`config.mk`:
```
export PLATFORM = sky130hd
export DESIGN_NAME = multilevel_priority_ready_queue
export DESIGN_NICKNAME = d
export VERILOG_FILES = /design/src/hw/rtl/mprq_pkg.sv /design/src/hw/rtl/mprq_ctrl.sv /design/src/hw/rtl/mprq_dpath.sv /design/src/hw/rtl/multilevel_priority_ready_queue.sv
export SDC_FILE = /design/constraint.sdc
export NUM_CORES = 1
export LEC_CHECK = 0
export BUFFER_PORTS_ARGS = -buffer_cell sky130_fd_sc_hd__buf_2
export CORE_UTILIZATION = 44
export CTS_CLUSTER_SIZE = 28
export DETAILED_ROUTE_END_ITERATION = 8
export PLACE_DENSITY = 0.57
export SLEW_MARGIN = 20
export SYNTH_ARGS = -nofsm -noshare
export SYNTH_HDL_FRONTEND = slang
export SYNTH_SLANG_ARGS = --single-unit
```
`constraint.sdc`:
```
create_clock -name clk_i -period 4.1 [get_ports clk_i]
set_input_delay 0.82 -clock clk_i [delete_from_list [all_inputs] [get_ports clk_i]]
set_output_delay 0.82 -clock clk_i [all_outputs]
set_load 0.02 [all_outputs]
```
`src/hw/rtl/mprq_pkg.sv`:
```
// package for the multilevel priority ready queue
// holds sizes, status and mode codes, and the controller/datapath link types
// no dependencies

package mprq_pkg;

  localparam int unsigned Levels = 5;
  localparam int unsigned Depth = 16;
  localparam int unsigned IdW = 8;

  localparam int unsigned LvW = (Levels > 1) ? $clog2(Levels) : 1;
  localparam int unsigned PtrW = (Depth > 1) ? $clog2(Depth) : 1;
  localparam int unsigned CntW = $clog2(Depth + 1);
  localparam int unsigned MemDepth = Levels * Depth;
  localparam int unsigned MemAw = $clog2(MemDepth);

  localparam logic [1:0] StatusEnq = 2'd0;
  localparam logic [1:0] StatusDeq = 2'd1;
  localparam logic [1:0] StatusEmpty = 2'd2;
  localparam logic [1:0] StatusFull = 2'd3;

  localparam logic ModeEnq = 1'b0;
  localparam logic ModeDeq = 1'b1;

  typedef struct packed {
    logic       mode;
    logic [7:0] thread_id;
    logic [2:0] base_priority;
    logic       temp_priority_valid;
    logic [2:0] temp_priority;
  } item_t;

  typedef struct packed {
    logic exec;
    logic load;
  } cmd_t;

  typedef struct packed {
    logic out_free;
  } sts_t;

endpackage

```
`src/hw/rtl/mprq_ctrl.sv`:
```
// controller of the multilevel priority ready queue
// two-state sequencer issuing execute and load commands to the datapath
// depends on mprq_pkg

module mprq_ctrl (
  input  logic           clk_i,
  input  logic           rst_ni,
  input  logic           in_valid_i,
  output logic           in_ready_o,
  input  mprq_pkg::sts_t sts_i,
  output mprq_pkg::cmd_t cmd_o
);

  localparam logic StIdle = 1'b0;
  localparam logic StFinish = 1'b1;

  logic state_q, state_d;

  always_comb begin
    state_d = state_q;
    cmd_o.exec = 1'b0;
    cmd_o.load = 1'b0;
    case (state_q)
      StIdle: begin
        cmd_o.exec = in_valid_i;
        if (in_valid_i) begin
          state_d = StFinish;
        end
      end
      StFinish: begin
        cmd_o.load = sts_i.out_free;
        if (sts_i.out_free) begin
          state_d = StIdle;
        end
      end
      default: begin
        state_d = StIdle;
      end
    endcase
  end

  assign in_ready_o = (state_q == StIdle);

  always_ff @(posedge clk_i or negedge rst_ni) begin
    if (!rst_ni) begin
      state_q <= StIdle;
    end else begin
      state_q <= state_d;
    end
  end

  a_exec_from_idle: assert property (@(posedge clk_i) disable iff (!rst_ni)
    cmd_o.exec |=> (state_q == StFinish))
    else $error("exec did not move to finish");

  a_no_exec_and_load: assert property (@(posedge clk_i) disable iff (!rst_ni)
    !(cmd_o.exec && cmd_o.load))
    else $error("exec and load together");

  a_load_returns: assert property (@(posedge clk_i) disable iff (!rst_ni)
    cmd_o.load |=> in_ready_o)
    else $error("load did not return to idle");

endmodule

```
`src/hw/rtl/mprq_dpath.sv`:
```
// datapath of the multilevel priority ready queue
// per-level pointers and counts, entry memory, pending result and output register
// depends on mprq_pkg

module mprq_dpath (
  input  logic                 clk_i,
  input  logic                 rst_ni,
  input  mprq_pkg::cmd_t       cmd_i,
  output mprq_pkg::sts_t       sts_o,
  input  mprq_pkg::item_t      item_i,
  output logic                 out_valid_o,
  input  logic                 out_ready_i,
  output logic [1:0]           out_status_o,
  output logic [7:0]           out_thread_o,
  output logic [2:0]           out_level_o
);

  logic [mprq_pkg::IdW-1:0] mem_q [mprq_pkg::MemDepth];
  logic [mprq_pkg::IdW-1:0] rd_q;

  logic [mprq_pkg::Levels-1:0][mprq_pkg::PtrW-1:0] head_q, head_d;
  logic [mprq_pkg::Levels-1:0][mprq_pkg::PtrW-1:0] tail_q, tail_d;
  logic [mprq_pkg::Levels-1:0][mprq_pkg::CntW-1:0] cnt_q, cnt_d;

  logic [1:0]                pend_status_q, pend_status_d;
  logic [mprq_pkg::LvW-1:0]  pend_level_q, pend_level_d;

  logic                      out_valid_q;
  logic [1:0]                out_status_q;
  logic [7:0]                out_thread_q;
  logic [2:0]                out_level_q;

  logic [2:0]                sel_prio;
  logic [mprq_pkg::LvW-1:0]  enq_lv;
  logic [mprq_pkg::LvW-1:0]  deq_lv;
  logic                      deq_found;
  logic                      enq_full;
  logic                      mem_we;
  logic                      mem_re;
  logic [mprq_pkg::MemAw-1:0] mem_addr;
  logic [mprq_pkg::PtrW-1:0] ptr;
  logic                      any_over;

  function automatic logic [mprq_pkg::PtrW-1:0] wrap_inc(
    input logic [mprq_pkg::PtrW-1:0] p
  );
    logic [mprq_pkg::PtrW-1:0] r;
    if (p == mprq_pkg::PtrW'(mprq_pkg::Depth - 1)) begin
      r = '0;
    end else begin
      r = p + mprq_pkg::PtrW'(1);
    end
    return r;
  endfunction

  // level pick with saturation
  always_comb begin
    sel_prio = item_i.temp_priority_valid ? item_i.temp_priority : item_i.base_priority;
    if (5'(sel_prio) >= 5'(mprq_pkg::Levels)) begin
      enq_lv = mprq_pkg::LvW'(mprq_pkg::Levels - 1);
    end else begin
      enq_lv = mprq_pkg::LvW'(sel_prio);
    end
    enq_full = (cnt_q[enq_lv] >= mprq_pkg::CntW'(mprq_pkg::Depth));
  end

  // highest non-empty level
  always_comb begin
    deq_lv = '0;
    deq_found = 1'b0;
    for (int unsigned i = 0; i < mprq_pkg::Levels; i++) begin
      if (cnt_q[i] != '0) begin
        deq_lv = mprq_pkg::LvW'(i);
        deq_found = 1'b1;
      end
    end
  end

  always_comb begin
    head_d = head_q;
    tail_d = tail_q;
    cnt_d = cnt_q;
    pend_status_d = pend_status_q;
    pend_level_d = pend_level_q;
    mem_we = 1'b0;
    mem_re = 1'b0;
    ptr = '0;
    mem_addr = '0;
    if (cmd_i.exec) begin
      if (item_i.mode == mprq_pkg::ModeEnq) begin
        pend_level_d = enq_lv;
        ptr = tail_q[enq_lv];
        mem_addr = mprq_pkg::MemAw'(enq_lv) * mprq_pkg::MemAw'(mprq_pkg::Depth)
                   + mprq_pkg::MemAw'(ptr);
        if (enq_full) begin
          pend_status_d = mprq_pkg::StatusFull;
        end else begin
          pend_status_d = mprq_pkg::StatusEnq;
          mem_we = 1'b1;
          tail_d[enq_lv] = wrap_inc(ptr);
          cnt_d[enq_lv] = cnt_q[enq_lv] + mprq_pkg::CntW'(1);
        end
      end else begin
        ptr = head_q[deq_lv];
        mem_addr = mprq_pkg::MemAw'(deq_lv) * mprq_pkg::MemAw'(mprq_pkg::Depth)
                   + mprq_pkg::MemAw'(ptr);
        if (deq_found) begin
          pend_status_d = mprq_pkg::StatusDeq;
          pend_level_d = deq_lv;
          mem_re = 1'b1;
          head_d[deq_lv] = wrap_inc(ptr);
          cnt_d[deq_lv] = cnt_q[deq_lv] - mprq_pkg::CntW'(1);
        end else begin
          pend_status_d = mprq_pkg::StatusEmpty;
          pend_level_d = '0;
        end
      end
    end
  end

  always_ff @(posedge clk_i) begin
    if (mem_we) begin
      mem_q[mem_addr] <= mprq_pkg::IdW'(item_i.thread_id);
    end
    if (mem_re) begin
      rd_q <= mem_q[mem_addr];
    end
  end

  always_ff @(posedge clk_i or negedge rst_ni) begin
    if (!rst_ni) begin
      head_q <= '0;
      tail_q <= '0;
      cnt_q <= '0;
      out_valid_q <= 1'b0;
    end else begin
      head_q <= head_d;
      tail_q <= tail_d;
      cnt_q <= cnt_d;
      if (cmd_i.load) begin
        out_valid_q <= 1'b1;
      end else if (out_ready_i) begin
        out_valid_q <= 1'b0;
      end
    end
  end

  always_ff @(posedge clk_i) begin
    pend_status_q <= pend_status_d;
    pend_level_q <= pend_level_d;
    if (cmd_i.load) begin
      out_status_q <= pend_status_q;
      out_level_q <= 3'(pend_level_q);
      out_thread_q <= (pend_status_q == mprq_pkg::StatusDeq) ? 8'(rd_q) : 8'd0;
    end
  end

  assign sts_o.out_free = !out_valid_q || out_ready_i;
  assign out_valid_o = out_valid_q;
  assign out_status_o = out_status_q;
  assign out_thread_o = out_thread_q;
  assign out_level_o = out_level_q;

  always_comb begin
    any_over = 1'b0;
    for (int unsigned i = 0; i < mprq_pkg::Levels; i++) begin
      if (cnt_q[i] > mprq_pkg::CntW'(mprq_pkg::Depth)) begin
        any_over = 1'b1;
      end
    end
  end

  a_count_bound: assert property (@(posedge clk_i) disable iff (!rst_ni)
    !any_over)
    else $error("level count beyond depth");

  a_full_no_change: assert property (@(posedge clk_i) disable iff (!rst_ni)
    (cmd_i.exec && item_i.mode == mprq_pkg::ModeEnq && enq_full)
    |=> ($stable(cnt_q) && $stable(tail_q) && pend_status_q == mprq_pkg::StatusFull))
    else $error("dropped enqueue changed state");

  a_empty_report: assert property (@(posedge clk_i) disable iff (!rst_ni)
    (cmd_i.exec && item_i.mode == mprq_pkg::ModeDeq && !deq_found)
    |=> (pend_status_q == mprq_pkg::StatusEmpty && $stable(head_q)))
    else $error("empty dequeue misreported");

  a_thread_zero: assert property (@(posedge clk_i) disable iff (!rst_ni)
    (out_valid_q && out_status_q != mprq_pkg::StatusDeq) |-> (out_thread_q == 8'd0))
    else $error("thread id on non-dequeue beat");

endmodule

```
`src/hw/rtl/multilevel_priority_ready_queue.sv`:
```
// Strict-priority ready queue: one FIFO of thread ids per priority level, the
// highest level served first. In the idle state an item is accepted, its level
// picked and that level's pointers and count updated while the entry memory is
// read or written; in the finish state the registered memory read moves into the
// output register once that register is free. No new beat is taken until the
// last one has reached the output register. A full level drops the enqueue with
// status 3; a dequeue with every level empty returns status 2.
// depends on mprq_pkg, mprq_ctrl, mprq_dpath

module multilevel_priority_ready_queue (
  input  logic        clk_i,
  input  logic        rst_ni,
  input  logic        s_axis_tvalid,
  output logic        s_axis_tready,
  input  logic [15:0] s_axis_tdata,  // thread_id, base_priority, temp_priority_valid, temp_priority
  input  logic [0:0]  s_axis_tuser,  // mode
  output logic        m_axis_tvalid,
  input  logic        m_axis_tready,
  output logic [15:0] m_axis_tdata,  // next_thread, served_level
  output logic [1:0]  m_axis_tuser   // status
);

  mprq_pkg::item_t item;
  mprq_pkg::cmd_t  cmd;
  mprq_pkg::sts_t  sts;
  logic [7:0]      out_thread;
  logic [2:0]      out_level;

  always_comb begin
    item.mode = s_axis_tuser[0];
    item.thread_id = s_axis_tdata[7:0];
    item.base_priority = s_axis_tdata[10:8];
    item.temp_priority_valid = s_axis_tdata[11];
    item.temp_priority = s_axis_tdata[14:12];
  end

  mprq_ctrl u_ctrl (
    .clk_i      (clk_i),
    .rst_ni     (rst_ni),
    .in_valid_i (s_axis_tvalid),
    .in_ready_o (s_axis_tready),
    .sts_i      (sts),
    .cmd_o      (cmd)
  );

  mprq_dpath u_dpath (
    .clk_i        (clk_i),
    .rst_ni       (rst_ni),
    .cmd_i        (cmd),
    .sts_o        (sts),
    .item_i       (item),
    .out_valid_o  (m_axis_tvalid),
    .out_ready_i  (m_axis_tready),
    .out_status_o (m_axis_tuser),
    .out_thread_o (out_thread),
    .out_level_o  (out_level)
  );

  assign m_axis_tdata = {5'd0, out_level, out_thread};

endmodule
```
==> metrics.txt <==
CP arrival 4440 ps; clk buf depth 3; top post-synthesis cells by area edfxtp_1, dfrtp_1, nand2_1; Reg-to-Reg Start u_dpath.cnt_q[21]$_DFFE_PN0P_; Slew @ Worst Pin 1080 ps; CP Class flop to flop; DRT Pass-1 Iters 8; Core Rows 94; max-cap viol count 0; FF-to-FF setup slack 20 ps; area of the core 66,100 um2; final core occ 0.5645; most common cell in the synthesized netlist edfxtp_1; final WL 91,290 um; Die Width ~260 um; top cell type's share of synthesized area 0.6764; CTS tree done; register area 21,680 um2; worst skew pair latency 620 ps; Die Y-Extent 261.2 um; Ant. Diodes 0; Synth area leader edfxtp_1; wire per inst approximately 27 um; final hold viol count 0; worst reg2reg path depth 16; RSZ-0062 raised after global routing yes; Mean Syn Cell Area 14.09 um2; initial antenna violation count 0; element type at the critical path end flop; commonest cells in the netlist edfxtp_1, nand2_1, a21oi_1, nor2_1; Crit Path Max Fanout 6; hpwl dp 61,380 um; Initial Util 0.4473; largest net degree at the start of global routing 63; Hold Crit Class input port to async pin; skew final 19.38 ps; setup slack at placement -780.8 ps; maximum vdd ir drop approximately 300 uV; Finish-stage setup viols 0; Total GRT Usage 0.2663; RR Endpoint u_dpath.rd_q[5]$_DFFE_PP_; Placed Area 34,180 um2; DR vias/cell 5.925; Synth Cell Area between 20,000 and 30,000 um2; Multi-input gate area 8021 um2; synth warn 0; IO buf count 34; Die ar. 68,240 um2; CTS root buf clkbuf_16; leak pwr 13.34 nW; register area share after synthesis 0.7331; layout net count 2,536; pwr dens ~590 nW/um2; first-pass GRT wire length 132,200 um; CTS sink count 733; Overall Power 21.95 mW; min Tclk post-route 4078 ps; Slew HR 0.2802; layout cells sized above 1 0.2765; fillers between 5,000 and 6,000; final slew viol count 0; fmax approximately 0.25 GHz; DRC viols 7; vias in the first global route 19,850; setup TNS 0 ps; Tcrit/Tclk final 0.9945; run status finished, violations left; CP startpoint kind flop; #FFs+latches synth 733; Reg clk slew, reported paths 60 ps; Post-DRT Antenna Nets 0; non-filler instance count after layout 3,435; vias 20,350; grt ovf 0; worst hold slack approximately 250 ps; H-tree lvl count 3; Iter 0 DRT Violations 2,484; Mapped Cells 2,098; worst setup margin 22.43 ps; Worst Path Required 4460 ps; failing checks design-rule violations; Final Wtd Congestion 0.9305; Area Growth Syn to Fin 26.20%; num ports 41; cts bufs inserted 78; Post-synth EDFFs around 670; Final Cell Area 37,310 um2; Async SR Flop Fraction 0.09141; placed insts 3,278; post-synth cell types 81; Synth Flop Type edfxtp_1
[critical path: stages (launching register included)]
cell      delay, ps
dfrtp_1         390
or4_4           540
or2_4           290
a211o_1         310
o211a_4         280
buf_6           130
a211oi_4        210
buf_4           160
buf_12          150
buf_12          130
a21oi_1          50
nor4_2          460
buf_4           190
nor2_1           40
buf_4           160
a31oi_4         220
nand3_2         110
[layer usage]
layer | wire (um) | GRT usage
met5 | 0 | 0
met1 | 39370 | 0.3824
met3 | 7001 | 0.03910
met4 | 2383 | 0.08495
met2 | 42540 | 0.4189
[final cells by class]
type / count / area share
well taps: 864 / 0.02897
clock buffers: 101 / 0.05660
inverters: 14 / 0.001408
multi-input cells: 1241 / 0.2150
flip-flops and latches: 733 / 0.5809
repair buffers: 443 / 0.1059
clock inverters: 39 / 0.01123
[state kept, by name (all words and copies together), names as in the netlist, 3 cells and up]
register	count
u_dpath.out_thread_o	8
u_dpath.out_level_o	3
u_dpath.rd_q	8
u_dpath.tail_q	20
u_dpath.pend_level_q	3
u_dpath.head_q	20
u_dpath.cnt_q	25
u_dpath.mem_q	640
[how the worst max path moves through the flow]
stage	startpoint	end	depth (start not counted)
detailed placement	s_axis_tdata[11]	u_dpath.rd_q[7]$_DFFE_PP_	17
global placement	s_axis_tdata[11]	u_dpath.rd_q[7]$_DFFE_PP_	17
CTS	u_dpath.cnt_q[11]$_DFFE_PN0P_	u_dpath.rd_q[7]$_DFFE_PP_	18
floorplan	s_axis_tdata[11]	u_dpath.mem_q[35][0]$_DFFE_PP_	10
finish	u_dpath.cnt_q[21]$_DFFE_PN0P_	u_dpath.rd_q[5]$_DFFE_PP_	16
global route	u_dpath.cnt_q[21]$_DFFE_PN0P_	u_dpath.rd_q[7]$_DFFE_PP_	18
[layout by cell type (no fill, tap or decap), drive strengths merged, types with 11 or more instances in the layout]
cell	netlist	final
edfxtp	666	666
buf	47	439
nand2	318	318
a21oi	164	164
nor2	140	140
clkbuf	67	105
dfrtp	67	67
mux2i	60	60
o21ai	60	60
a22oi	55	55
a221oi	47	47
o22ai	46	46
mux2	33	33
nor4	29	29
nand3	28	28
nor3	26	26
clkinv	0	22
a31oi	20	20
a22o	19	19
inv	14	19
a221o	18	18
and2	18	18
a222oi	17	17
a211oi	12	12
o211ai	11	11
nand4	11	11
[report_power, final]
group	switching, mW	total [mW]	internal [mW]
logic	3.61	6.13	2.52
registers	0.246	8.76	8.52
clock network	2.90	7.05	4.15
[cells by family (layout without fill, tap and decap cells)]
kind of cell / after synthesis / in the layout / share of synthesized area
buffers and inverters: 128 / 597 / 0.01879
other: 1 / 5 / 0.0001268
AO/OA/AOI/OAI: 516 / 516 / 0.1197
XOR/XNOR: 9 / 9 / 0.002666
adder cells (fa/ha/maj): 4 / 4 / 0.001693
multiplexers: 93 / 93 / 0.03301
flip-flops: 733 / 733 / 0.7331
AND/OR/NAND/NOR: 614 / 614 / 0.09086
[what timing repair did]
item                                    in CTS  in global routing
cloned                                       0                  4
endpoints found under the setup margin      78                144
hold buffers                                 0                  0
resized for setup                           18                 63
pin swaps                                    1                 23
buffers inserted                             1                 12
Power figures use the tool's default switching activity.
